<file path="src/rtl/core/tlc_pkg.sv">
// tlc_pkg: shared types and constants of the two-way traffic light controller
// used by tlc_cfg, tlc_step and two_way_traffic_light_controller; no dependencies
package tlc_pkg;

    // default phase durations in seconds and timer resolution
    localparam logic [7:0] RED_DEFAULT    = 8'd5;
    localparam logic [7:0] YELLOW_DEFAULT = 8'd2;
    localparam logic [7:0] GREEN_DEFAULT  = 8'd3;
    localparam int unsigned TICKS_PER_SECOND = 4;

    // derived widths
    localparam int unsigned QC_W = (TICKS_PER_SECOND > 1) ? $clog2(TICKS_PER_SECOND) : 1;
    localparam int unsigned PT_W = $clog2(255 * TICKS_PER_SECOND + 1);

    // configuration register indexes and reset values
    localparam logic [1:0] CFG_MAX_SECONDS     = 2'd0;
    localparam logic [1:0] CFG_MIN_SECONDS     = 2'd1;
    localparam logic [1:0] CFG_LONG_PRESS_STEP = 2'd2;
    localparam logic [6:0] MAX_SECONDS_RESET     = 7'd99;
    localparam logic [6:0] MIN_SECONDS_RESET     = 7'd1;
    localparam logic [6:0] LONG_PRESS_STEP_RESET = 7'd10;

    // lamp bits
    localparam logic [2:0] LAMP_OFF = 3'b000;
    localparam logic [2:0] LAMP_RED = 3'b001;
    localparam logic [2:0] LAMP_YEL = 3'b010;
    localparam logic [2:0] LAMP_GRN = 3'b100;

    typedef enum logic [2:0] {
        MODE_RED_GREEN  = 3'd0,
        MODE_RED_YELLOW = 3'd1,
        MODE_GREEN_RED  = 3'd2,
        MODE_YELLOW_RED = 3'd3,
        MODE_EDIT_RED   = 3'd4,
        MODE_EDIT_YEL   = 3'd5,
        MODE_EDIT_GRN   = 3'd6
    } mode_t;

    typedef struct packed {
        logic [6:0] max_seconds;
        logic [6:0] min_seconds;
        logic [6:0] long_press_step;
    } tlc_cfg_t;

    typedef struct packed {
        logic quarter_tick;
        logic mode_press;
        logic inc_press;
        logic inc_long_press;
        logic save_press;
    } tlc_event_t;

    typedef struct packed {
        mode_t            mode;
        logic [7:0]       red_seconds;
        logic [7:0]       yellow_seconds;
        logic [7:0]       green_seconds;
        logic [7:0]       edit_value;
        logic [PT_W-1:0]  phase_ticks;
        logic [QC_W-1:0]  quarter_count;
        logic [7:0]       countdown_first;
        logic [7:0]       countdown_second;
        logic             blink_on;
    } tlc_state_t;

    typedef struct packed {
        logic [2:0] lamps_first_way;
        logic [2:0] lamps_second_way;
        logic [2:0] mode_now;
        logic [7:0] count_first;
        logic [7:0] count_second;
    } tlc_result_t;

endpackage

</file>
<file path="src/rtl/core/tlc_cfg.sv">
// tlc_cfg: configuration register file of the traffic light controller
// depends on tlc_pkg
module tlc_cfg (
    input  logic              aclk,
    input  logic              aresetn,
    input  logic              cfg_wr_en,
    input  logic [1:0]        cfg_index,
    input  logic [6:0]        cfg_wdata,
    output tlc_pkg::tlc_cfg_t cfg
);
    import tlc_pkg::*;

    tlc_cfg_t cfg_reg;

    always_ff @(posedge aclk) begin
        if (!aresetn) begin
            cfg_reg.max_seconds     <= MAX_SECONDS_RESET;
            cfg_reg.min_seconds     <= MIN_SECONDS_RESET;
            cfg_reg.long_press_step <= LONG_PRESS_STEP_RESET;
        end else if (cfg_wr_en) begin
            case (cfg_index)
                CFG_MAX_SECONDS:     cfg_reg.max_seconds     <= cfg_wdata;
                CFG_MIN_SECONDS:     cfg_reg.min_seconds     <= cfg_wdata;
                CFG_LONG_PRESS_STEP: cfg_reg.long_press_step <= cfg_wdata;
                default: ;  // unused index, write dropped
            endcase
        end
    end

    assign cfg = cfg_reg;

endmodule

</file>
<file path="src/rtl/core/tlc_step.sv">
// tlc_step: next-state and result logic for one polling step
// depends on tlc_pkg
module tlc_step (
    input  tlc_pkg::tlc_state_t  st,
    input  tlc_pkg::tlc_cfg_t    cfg,
    input  tlc_pkg::tlc_event_t  ev,
    output tlc_pkg::tlc_state_t  nxt,
    output tlc_pkg::tlc_result_t res
);
    import tlc_pkg::*;

    function automatic tlc_state_t enter_phase(tlc_state_t s, mode_t m);
        tlc_state_t r;
        r = s;
        r.mode          = m;
        r.phase_ticks   = '0;
        r.quarter_count = '0;
        case (m)
            MODE_RED_GREEN: begin
                r.countdown_first  = s.red_seconds;
                r.countdown_second = s.green_seconds;
            end
            MODE_RED_YELLOW: begin
                r.countdown_first  = s.red_seconds;
                r.countdown_second = s.yellow_seconds;
            end
            MODE_GREEN_RED: begin
                r.countdown_first  = s.green_seconds;
                r.countdown_second = s.red_seconds;
            end
            default: begin
                r.countdown_first  = s.yellow_seconds;
                r.countdown_second = s.red_seconds;
            end
        endcase
        return r;
    endfunction

    function automatic tlc_state_t enter_edit(tlc_state_t s, mode_t m);
        tlc_state_t r;
        r = s;
        r.mode     = m;
        r.blink_on = 1'b1;
        case (m)
            MODE_EDIT_RED: r.edit_value = s.red_seconds;
            MODE_EDIT_YEL: r.edit_value = s.yellow_seconds;
            default:       r.edit_value = s.green_seconds;
        endcase
        return r;
    endfunction

    function automatic logic [7:0] sat_add(logic [7:0] a, logic [7:0] b);
        logic [8:0] sum;
        sum = {1'b0, a} + {1'b0, b};
        return sum[8] ? 8'hff : sum[7:0];
    endfunction

    logic [QC_W:0]   qc_inc;
    logic [7:0]      dur;
    logic [PT_W-1:0] limit;
    logic [PT_W:0]   pt_inc;
    logic            phase_end;
    mode_t           next_phase;
    logic [8:0]      edit_sum;
    logic [7:0]      edit_new;
    tlc_state_t      t;

    always_comb begin
        qc_inc   = {1'b0, st.quarter_count} + {{QC_W{1'b0}}, 1'b1};
        dur      = (st.mode == MODE_RED_GREEN || st.mode == MODE_GREEN_RED)
                   ? st.green_seconds : st.yellow_seconds;
        limit    = PT_W'(dur) * PT_W'(TICKS_PER_SECOND);
        pt_inc   = {1'b0, st.phase_ticks} + {{PT_W{1'b0}}, 1'b1};
        phase_end = ev.quarter_tick && (pt_inc >= {1'b0, limit});

        case (st.mode)
            MODE_RED_GREEN:  next_phase = MODE_RED_YELLOW;
            MODE_RED_YELLOW: next_phase = MODE_GREEN_RED;
            MODE_GREEN_RED:  next_phase = MODE_YELLOW_RED;
            default:         next_phase = MODE_RED_GREEN;
        endcase

        // edit arithmetic: increments then wrap past the maximum
        edit_sum = {1'b0, st.edit_value}
                 + {8'd0, ev.inc_press}
                 + (ev.inc_long_press ? {2'b00, cfg.long_press_step} : 9'd0);
        edit_new = (edit_sum > {2'b00, cfg.max_seconds})
                 ? {1'b0, cfg.min_seconds} : edit_sum[7:0];

        t = st;
        case (st.mode)
            MODE_RED_GREEN, MODE_RED_YELLOW, MODE_GREEN_RED, MODE_YELLOW_RED: begin
                if (ev.quarter_tick) begin
                    if (qc_inc >= (QC_W+1)'(TICKS_PER_SECOND)) begin
                        t.quarter_count = '0;
                        if (st.countdown_first != 8'd0)
                            t.countdown_first = st.countdown_first - 8'd1;
                        if (st.countdown_second != 8'd0)
                            t.countdown_second = st.countdown_second - 8'd1;
                    end else begin
                        t.quarter_count = qc_inc[QC_W-1:0];
                    end
                    if (!phase_end)
                        t.phase_ticks = pt_inc[PT_W-1:0];
                end
                // phase end wins over a mode press
                if (phase_end)
                    t = enter_phase(t, next_phase);
                else if (ev.mode_press)
                    t = enter_edit(t, MODE_EDIT_RED);
            end
            MODE_EDIT_RED, MODE_EDIT_YEL, MODE_EDIT_GRN: begin
                t.edit_value = edit_new;
                if (ev.quarter_tick)
                    t.blink_on = ~st.blink_on;
                if (ev.mode_press) begin
                    case (st.mode)
                        MODE_EDIT_RED: t = enter_edit(t, MODE_EDIT_YEL);
                        MODE_EDIT_YEL: t = enter_edit(t, MODE_EDIT_GRN);
                        default:       t = enter_phase(t, MODE_RED_GREEN);
                    endcase
                end else if (ev.save_press) begin
                    case (st.mode)
                        MODE_EDIT_RED: begin
                            // red must stay above yellow, green takes the rest
                            if (edit_new > st.yellow_seconds) begin
                                t.red_seconds   = edit_new;
                                t.green_seconds = edit_new - st.yellow_seconds;
                            end
                            t = enter_edit(t, MODE_EDIT_RED);
                        end
                        MODE_EDIT_YEL: begin
                            t.yellow_seconds = edit_new;
                            if (edit_new >= st.red_seconds)
                                t.red_seconds = sat_add(edit_new, st.green_seconds);
                            else
                                t.green_seconds = st.red_seconds - edit_new;
                            t = enter_edit(t, MODE_EDIT_YEL);
                        end
                        default: begin
                            t.green_seconds = edit_new;
                            t.red_seconds   = sat_add(edit_new, st.yellow_seconds);
                        end
                    endcase
                end
            end
            default: t = enter_phase(t, MODE_RED_GREEN);  // stray mode code
        endcase
        nxt = t;

        // result from the updated state
        res.mode_now = t.mode;
        case (t.mode)
            MODE_RED_GREEN: begin
                res.lamps_first_way  = LAMP_RED;
                res.lamps_second_way = LAMP_GRN;
            end
            MODE_RED_YELLOW: begin
                res.lamps_first_way  = LAMP_RED;
                res.lamps_second_way = LAMP_YEL;
            end
            MODE_GREEN_RED: begin
                res.lamps_first_way  = LAMP_GRN;
                res.lamps_second_way = LAMP_RED;
            end
            MODE_YELLOW_RED: begin
                res.lamps_first_way  = LAMP_YEL;
                res.lamps_second_way = LAMP_RED;
            end
            MODE_EDIT_RED: begin
                res.lamps_first_way  = t.blink_on ? LAMP_RED : LAMP_OFF;
                res.lamps_second_way = res.lamps_first_way;
            end
            MODE_EDIT_YEL: begin
                res.lamps_first_way  = t.blink_on ? LAMP_YEL : LAMP_OFF;
                res.lamps_second_way = res.lamps_first_way;
            end
            default: begin
                res.lamps_first_way  = t.blink_on ? LAMP_GRN : LAMP_OFF;
                res.lamps_second_way = res.lamps_first_way;
            end
        endcase
        if (t.mode == MODE_EDIT_RED || t.mode == MODE_EDIT_YEL || t.mode == MODE_EDIT_GRN) begin
            res.count_first  = t.edit_value;
            res.count_second = 8'd0;
        end else begin
            res.count_first  = t.countdown_first;
            res.count_second = t.countdown_second;
        end
    end

endmodule

</file>
<file path="src/rtl/core/two_way_traffic_light_controller.sv">
// two_way_traffic_light_controller: top level, stream ports, state and result registers
// depends on tlc_pkg, tlc_cfg and tlc_step
//
// Two-way traffic light controller driven by polling words. Each input word is one
// polling step: a 250 ms tick flag plus the button events. In auto mode the lights
// cycle red/green, red/yellow, green/red, yellow/red; each phase lasts
// TICKS_PER_SECOND ticks per second of its duration and both countdowns fall once a
// second. The mode button walks through red, yellow and green edit; increment, long
// press and save change and commit the durations, and the edited colour blinks on
// each tick. Every input word yields exactly one result word holding the lamps, the
// mode and the two display counts after the step. Rate: one word per clock cycle
// while the result register is read in time, with the result word on m_tdata in the
// cycle after input acceptance; the rate rests on the single state register that is
// updated by one pass of tlc_step per word. The result register frees the input side:
// a new word is taken whenever the result register is empty or being read in the same
// cycle. Configuration writes (max_seconds, min_seconds, long_press_step at index 0,
// 1, 2) are registered in tlc_cfg; index 3 is ignored and data keeps its low 7 bits.
module two_way_traffic_light_controller (
    input  logic        aclk,
    input  logic        aresetn,
    // input words
    input  logic        s_tvalid,
    output logic        s_tready,
    input  logic [7:0]  s_tdata,   // quarter_tick, mode_press, inc_press, inc_long_press,
                                   // save_press, zero pad [7:5]
    // result words
    output logic        m_tvalid,
    input  logic        m_tready,
    output logic [31:0] m_tdata,   // lamps_first_way[2:0], lamps_second_way[5:3],
                                   // mode_now[8:6], count_first[16:9],
                                   // count_second[24:17], zero pad [31:25]
    // configuration write port
    input  logic        cfg_wr_en,
    input  logic [1:0]  cfg_index,
    input  logic [6:0]  cfg_wdata
);
    import tlc_pkg::*;

    tlc_cfg_t    cfg;
    tlc_event_t  ev;
    tlc_state_t  state_reg;
    tlc_state_t  state_next;
    tlc_result_t res_next;
    tlc_result_t result_reg;
    logic        m_tvalid_reg;
    logic        accept;

    tlc_cfg u_cfg (
        .aclk      (aclk),
        .aresetn   (aresetn),
        .cfg_wr_en (cfg_wr_en),
        .cfg_index (cfg_index),
        .cfg_wdata (cfg_wdata),
        .cfg       (cfg)
    );

    // unpack the polling word
    assign ev.quarter_tick   = s_tdata[0];
    assign ev.mode_press     = s_tdata[1];
    assign ev.inc_press      = s_tdata[2];
    assign ev.inc_long_press = s_tdata[3];
    assign ev.save_press     = s_tdata[4];

    tlc_step u_step (
        .st  (state_reg),
        .cfg (cfg),
        .ev  (ev),
        .nxt (state_next),
        .res (res_next)
    );

    // take a word when the result slot is free or drains this cycle
    assign s_tready = !m_tvalid_reg || m_tready;
    assign accept   = s_tvalid && s_tready;

    // controller state, updated once per accepted word
    always_ff @(posedge aclk) begin
        if (!aresetn) begin
            state_reg.mode             <= MODE_RED_GREEN;
            state_reg.red_seconds      <= RED_DEFAULT;
            state_reg.yellow_seconds   <= YELLOW_DEFAULT;
            state_reg.green_seconds    <= GREEN_DEFAULT;
            state_reg.edit_value       <= 8'd0;
            state_reg.phase_ticks      <= '0;
            state_reg.quarter_count    <= '0;
            state_reg.countdown_first  <= RED_DEFAULT;
            state_reg.countdown_second <= GREEN_DEFAULT;
            state_reg.blink_on         <= 1'b1;
        end else if (accept) begin
            state_reg <= state_next;
        end
    end

    // result valid flag
    always_ff @(posedge aclk) begin
        if (!aresetn) begin
            m_tvalid_reg <= 1'b0;
        end else if (accept) begin
            m_tvalid_reg <= 1'b1;
        end else if (m_tready) begin
            m_tvalid_reg <= 1'b0;
        end
    end

    // result payload
    always_ff @(posedge aclk) begin
        if (accept) begin
            result_reg <= res_next;
        end
    end

    assign m_tvalid = m_tvalid_reg;
    assign m_tdata  = {7'd0,
                       result_reg.count_second,
                       result_reg.count_first,
                       result_reg.mode_now,
                       result_reg.lamps_second_way,
                       result_reg.lamps_first_way};

endmodule

</file>
<file path="config.mk">
export PLATFORM = sky130hd
export DESIGN_NAME = two_way_traffic_light_controller
export DESIGN_NICKNAME = d
export VERILOG_FILES = /design/src/rtl/core/tlc_pkg.sv /design/src/rtl/core/tlc_cfg.sv /design/src/rtl/core/tlc_step.sv /design/src/rtl/core/two_way_traffic_light_controller.sv
export SDC_FILE = /design/constraint.sdc
export NUM_CORES = 1
export LEC_CHECK = 0
export BUFFER_PORTS_ARGS = -buffer_cell sky130_fd_sc_hd__clkbuf_2
export CELL_PAD_IN_SITES_DETAIL_PLACEMENT = 1
export CELL_PAD_IN_SITES_GLOBAL_PLACEMENT = 1
export CORE_MARGIN = 3
export CORE_UTILIZATION = 50
export DETAILED_ROUTE_END_ITERATION = 12
export PLACE_DENSITY = 0.92
export SETUP_SLACK_MARGIN = 0.2
export SKIP_LAST_GASP = 1
export SLEW_MARGIN = 20
export SYNTH_ARGS = -nofsm -noshare
export SYNTH_HDL_FRONTEND = slang
export SYNTH_SLANG_ARGS = --single-unit
export TNS_END_PERCENT = 1
</file>
<file path="constraint.sdc">
create_clock -name aclk -period 11.7 [get_ports aclk]
set_clock_uncertainty 0.15 [all_clocks]
set_input_delay 0.585 -clock aclk [delete_from_list [all_inputs] [get_ports aclk]]
set_output_delay 0.585 -clock aclk [all_outputs]
set_load 0.01 [all_outputs]
</file>
# After elaboration in Yosys (flattened, before gate mapping)
# Cells that the tools add are included.
dict set report word_totals {
  reg_bits 111
  input_bits 22
}
dict set report classes {
  addsub 10
  magnitude_cmp 5
  eq_ne 22
  mux 35
  n_bitwise 3
  reduce_logical 23
}
# operator n
set op_table {}
lappend op_table {{64-bit two-way mux} 4}
lappend op_table {{64-bit case mux with 2 select lines} 2}
lappend op_table {{8-bit two-way mux} 11}
lappend op_table {{37-bit case mux with 2 select lines} 1}
lappend op_table {{16-bit case mux with 3 select lines} 1}
lappend op_table {{6-bit case mux with 6 select lines} 1}
lappend op_table {{16-bit two-way mux} 2}
lappend op_table {{8-bit case mux with 2 select lines} 2}
lappend op_table {{28-bit two-way mux} 1}
lappend op_table {{8-bit by 8-bit adder with 9-bit output} 2}
lappend op_table {{3-bit equality test (second input constant)} 6}
lappend op_table {{8-bit nonzero test} 2}
lappend op_table {{8-bit by 1-bit subtractor with 8-bit output (second input constant)} 2}
lappend op_table {{8-bit subtractor} 2}
lappend op_table {{3-bit by 2-bit equality test with 1-bit output (second input constant)} 4}
lappend op_table {{6-bit AND reduction} 2}
lappend op_table {{10-bit by 1-bit adder with 11-bit output (second input constant)} 1}
lappend op_table {{11-bit by 10-bit >= comparator with 1-bit output} 1}
lappend op_table {{8-bit by 1-bit adder with 9-bit output} 1}
lappend op_table {{9-bit adder} 1}
lappend op_table {{9-bit by 7-bit > comparator with 1-bit output} 1}
lappend op_table {{3-bit logical NOT} 3}
lappend op_table {{8-bit >= comparator} 1}
lappend op_table {{8-bit > comparator} 1}
lappend op_table {{24 further kinds} 43}

# Logic depth before layout (Yosys ltp)
dict set report depth {
  depth_word 15
  ltp_mapped 25
  mapped_depth_nobuf 24
}

# Modules after synthesis
# From an unflattened synthesis, not the netlist that was laid out.
dict set report hier_totals {
  hier_cells 1296
  hier_area_um2 10112.2
}
# module instances cells_each area_per_inst_um2
set by_module_without_submodules {}
lappend by_module_without_submodules {tlc_step 1 895 5884.4}
lappend by_module_without_submodules {two_way_traffic_light_controller 1 316 3383.2}
lappend by_module_without_submodules {tlc_cfg 1 85 844.6}

# Least setup slack after synthesis
# Ideal clock, no wire load.
dict set report synth_path {
  path_kind {input to register}
  startpoint {in s_tdata[2]}
  endpoint {reg state_reg[41] (netlist bit)}
  arrival_time_ns 6.052
  t_required_ns 11.479
  slack_ns 5.427
  cell_stages 25
  path_buffers 1
  cell_sequence {inv_1 -> fa_1 -> fa_1 -> nand2b_1 -> a211oi_1 -> mux2i_1 -> nand3_1 -> ha_1 -> a22o_1 -> nor4_1 -> o221ai_1 -> a32oi_4 -> mux2i_1 -> inv_1 -> ha_1 -> fa_1 -> nor2b_1 -> o31ai_1 -> a21o_1 -> a21oi_1 -> nor2_1 -> nand3b_1 -> clkbuf_1 -> a2111o_1 -> a21oi_1}
}
dict set report synth_between {
  elab_chain_len 10
  word_cells_on_any_way 17
  cone_classes {4 x add/sub; 3 x order compare; 2 x eq/ne; 7 x mux; 1 x reduce/logical}
}
# item line_no
set synth_rtl {}
lappend synth_rtl {{start: declaration} two_way_traffic_light_controller.sv:24} ;# input logic [7:0] s_tdata,
lappend synth_rtl {{8-bit by 1-bit adder with 9-bit output (*)} tlc_step.sv:85} ;# + {8'd0, ev.inc_press}
lappend synth_rtl {{9-bit adder (*)} tlc_step.sv:86} ;# + (ev.inc_long_press ? {2'b00, cfg.long_press_step} : 9'd0);
lappend synth_rtl {{9-bit by 7-bit > comparator with 1-bit output} tlc_step.sv:87} ;# edit_new = (edit_sum > {2'b00, cfg.max_seconds})
lappend synth_rtl {{8-bit two-way mux (*)} tlc_step.sv:88} ;# ? {1'b0, cfg.min_seconds} : edit_sum[7:0];
lappend synth_rtl {{8-bit subtractor, on equally long branches} {tlc_step.sv:137, tlc_step.sv:128}}
lappend synth_rtl {{8-bit two-way mux, on equally long branches} {tlc_step.sv:134, tlc_step.sv:126}}
lappend synth_rtl {{8-bit case mux with 2 select lines} tlc_step.sv:123} ;# case (st.mode)
lappend synth_rtl {{64-bit two-way mux} tlc_step.sv:122} ;# end else if (ev.save_press) begin
lappend synth_rtl {{64-bit two-way mux} tlc_step.sv:116} ;# if (ev.mode_press) begin
lappend synth_rtl {{64-bit case mux with 2 select lines} tlc_step.sv:91} ;# case (st.mode)
lappend synth_rtl {{end signal: assignment} two_way_traffic_light_controller.sv:90} ;# state_reg <= state_next;
lappend synth_rtl {{end: declaration} two_way_traffic_light_controller.sv:41} ;# tlc_state_t state_reg;
# Mark *: on every way between the ends. The rest lies on a longest branch, timed or not. The select of a mux whose other input is x is not followed.
# A chain may end at the register's enable or synchronous reset.

# Final worst setup path
dict set report layout_path {
  startpoint {reg state_reg[29] (netlist bit)}
  endpoint {reg state_reg[39] (netlist bit)}
}
dict set report layout_between {
  elab_chain_len 10
  word_cells_on_any_way 17
  cone_classes {4 x add/sub; 3 x order compare; 2 x eq/ne; 7 x mux; 1 x reduce/logical}
}
# item line_no
set layout_rtl {}
lappend layout_rtl {{8-bit by 1-bit adder with 9-bit output (*)} tlc_step.sv:85}
lappend layout_rtl {{9-bit adder (*)} tlc_step.sv:86}
lappend layout_rtl {{9-bit by 7-bit > comparator with 1-bit output} tlc_step.sv:87}
lappend layout_rtl {{8-bit two-way mux (*)} tlc_step.sv:88}
lappend layout_rtl {{8-bit subtractor, on equally long branches} {tlc_step.sv:137, tlc_step.sv:128}}
lappend layout_rtl {{8-bit two-way mux, on equally long branches} {tlc_step.sv:134, tlc_step.sv:126}}
lappend layout_rtl {{8-bit case mux with 2 select lines} tlc_step.sv:123}
lappend layout_rtl {{64-bit two-way mux} tlc_step.sv:122}
lappend layout_rtl {{64-bit two-way mux} tlc_step.sv:116}
lappend layout_rtl {{64-bit case mux with 2 select lines} tlc_step.sv:91}
# Marked as above.

==> flow_summary.json <==
{
  "fin_crit_sh": 0.720,
  "maxSlewViolCount": 0,
  "grt-ovfl-total": 0,
  "yosysWarnings": 0,
  "grt_pass1_vias": 8982,
  "nets": 1193,
  "synth_cell_types": 75,
  "multi_input_area_sq_um": 5550,
  "n_antenna_cell": 0,
  "setup_viol": 0,
  "synth_ff_type": "dfxtp_1",
  "drv_cap": 0,
  "cts_setup_buffers": 0,
  "synth_edf_count": 25,
  "finalInstanceArea_sq_um": 9180,
  "track_usage": 0.343,
  "powerDensity_nw_per_um2": 122,
  "netlist_area_sq_um": 8510,
  "worst_skew_pair.late_latency_ns": 0.37,
  "first_pass_iters": 6,
  "start_kind": "register",
  "fin_tns_setup_ns": 0,
  "io_pins": 56,
  "rows": 47,
  "ys_seq_elements": 111,
  "finalWirelength_microns": 31600,
  "holdBufCountCts": 0,
  "cp.arrival_ns": 8.56,
  "start_util": 0.511,
  "status": "finished clean",
  "regArea_sq_um": 2470,
  "crit_chain": "inv_1 > fa_1 > fa_1 > nand2b_1 > a211oi_1 > mux2i_1 > nand3_1 > ha_1 > a22o_1 > nor4_1 > o221ai_1 > a32oi_4 > mux2i_1 > inv_1 > ha_1 > nor2b_1 > o31ai_1 > a21o_1 > a21oi_1 > nor2_1 > nand3b_1 > or2_2 > o21ai_0",
  "clkTransAtPathRegs_ns": 0.09,
  "peakVddDrop_mv": 0.0747,
  "io_buffers": 45,
  "period_minus_slack_ns": 8.43,
  "cp_max_fo": 12,
  "hold_violations": 0,
  "grt_pass1_wl_microns": 49500,
  "crit_path_max_incr_delay_ns": 0.88,
  "grt_max_degree": 67,
  "worstMarginPinSlew_ns": 1.13,
  "cp_slowest_cell": "a21oi_1",
  "cts.sinks": 111,
  "yosysSeqAreaShare": 0.291,
  "core-area_sq_um": 16600,
  "cts_resized": 0,
  "final_antenna_net_count": 0,
  "hpwl_microns": 22300,
  "hold_path_class": "in -> reg",
  "clock.fmax_ghz": 0.119,
  "cts_tree": "built",
  "die-height_microns": 136,
  "instances_no_fill": 1330,
  "dpl.cell_count": 1314,
  "die_w_microns": 136,
  "avgViaCountPerCell": 6.70,
  "fillers": 2099,
  "syn_to_final_growth_pct": 7.85,
  "async_flop_share": 0,
  "htreeDepth": 3,
  "cp-end-kind": "register",
  "setup_slack_ns": 3.27,
  "root_buffer": "clkbuf_16",
  "timing.hold.ws_ns": 0.294,
  "syn_area_per_cell_sq_um": 7.80,
  "largest_register_ffs": 64,
  "p_leak_uw": 0.00382,
  "die-area_sq_um": 18600,
  "dp_slack_ns": 3.24,
  "antenna_found_initial": 0,
  "route.detailed.drc": 0,
  "path_class": "reg -> reg",
  "vias": 8909,
  "required_ns": 11.83,
  "synthCells": 1090,
  "place_congestion": 0.969,
  "post_dp_cell_area_sq_um": 8880,
  "ctsLongestPathBuffers": 2,
  "relSlewSlack": 0.246,
  "drive_above_1_share": 0.0892,
  "drt_iter0_drc": 882,
  "cts_buffers": 9,
  "wl_per_cell_microns": 23.8,
  "rsz0062_at_grt": "false"
}
## metrics by stage
stage	total power [uW]	utilization
after floorplan	687	-
after global placement	777	0.534
after detailed placement	795	0.534
after CTS	1110	0.551
after global routing	1170	0.551
final	1120	0.551
## cell usage after synthesis, types with 10 or more instances
master | number | share of area
a211oi_1 | 30 | 0.026
a21o_1 | 11 | 0.0097
a21oi_1 | 84 | 0.049
a22oi_1 | 10 | 0.0088
a31oi_1 | 11 | 0.0081
clkbuf_1 | 47 | 0.021
dfxtp_1 | 86 | 0.20
edfxtp_1 | 25 | 0.088
ha_1 | 60 | 0.088
inv_1 | 58 | 0.026
mux2i_1 | 38 | 0.045
nand2_1 | 113 | 0.050
nand2b_1 | 12 | 0.0088
nand3_1 | 33 | 0.019
nor2_1 | 114 | 0.050
nor2b_1 | 17 | 0.013
nor3_1 | 32 | 0.019
o211ai_1 | 16 | 0.014
o21a_1 | 13 | 0.011
o21ai_0 | 63 | 0.037
o22ai_1 | 19 | 0.014
xnor2_1 | 22 | 0.023
xor2_1 | 13 | 0.013
## critical path, delay by kind of cell (launching register included)
| family | cells | cell delay (ns) |
|---|---|---|
| compound gates | 8 | 2.68 |
| mux | 2 | 1.05 |
| simple gates | 7 | 1.99 |
| buf+inv | 2 | 0.35 |
| flops | 1 | 0.37 |
| fa+ha+maj | 4 | 1.74 |
## placed cells by master, fill, tap and decap left out, types with 12 or more instances in the layout
cell type	n
o22ai_1	19
nor2_1	114
mux2i_1	38
nand2b_1	12
inv_1	56
xnor2_1	22
o21a_1	13
clkbuf_2	45
nor3_1	32
nand2_1	113
a21oi_1	84
nand3_1	33
dfxtp_1	85
nor2b_1	17
edfxtp_1	25
a211oi_1	30
o211ai_1	16
ha_1	60
o21ai_0	62
xor2_1	13
buf_4	17
## cell families (layout without fill, tap and decap cells)
group,after synthesis,after routing,synth area share
DFF,111,111,0.291
buffers and inverters,128,139,0.0606
adders and majority gates,66,66,0.102
xor gates and xnor gates,35,35,0.0360
AOI/OAI and AO/OA,330,330,0.256
muxes,41,41,0.0487
and+or+nand+nor,377,377,0.205
other,2,11,0.000883
## per-layer routing
layer  vias up  share of wire  track usage
met5         -              0            0
met4         0          0.050        0.169
met3       144          0.093       0.0781
met2       491           0.46        0.548
met1      4313           0.40        0.435
li1       3961              -            -
## final cells by class
class / instances / share of cell area
Clock buffer: 9 / 0.0245
Clock inverter: 7 / 0.00723
Inverter: 61 / 0.0250
Multi-Input combinational cell: 860 / 0.605
Tap cell: 220 / 0.0300
Sequential cell: 111 / 0.270
Timing Repair Buffer: 62 / 0.0385
## report_power, final
group	switching (uW)	internal [uW]	total, uW
registers	17.3	414	431
logic	240	133	373
clock network	167	149	316
total	423	696	1120
## path summary, 6_finish.rpt
kind,from,end,slack (ns),cells past startpoint
worst max-delay path,state_reg[29]$_SDFFE_PN0P_,state_reg[39]$_SDFFE_PN0P_,3.27,23
worst min-delay path,s_tvalid,m_tvalid$_SDFFE_PN0P_,0.29,3
worst max register to register,state_reg[29]$_SDFFE_PN0P_,state_reg[39]$_SDFFE_PN0P_,3.27,23
worst min register to register,state_reg[27]$_SDFFE_PN0P_,state_reg[27]$_SDFFE_PN0P_,0.35,2
Note: power is estimated with default switching activity, not from simulation.
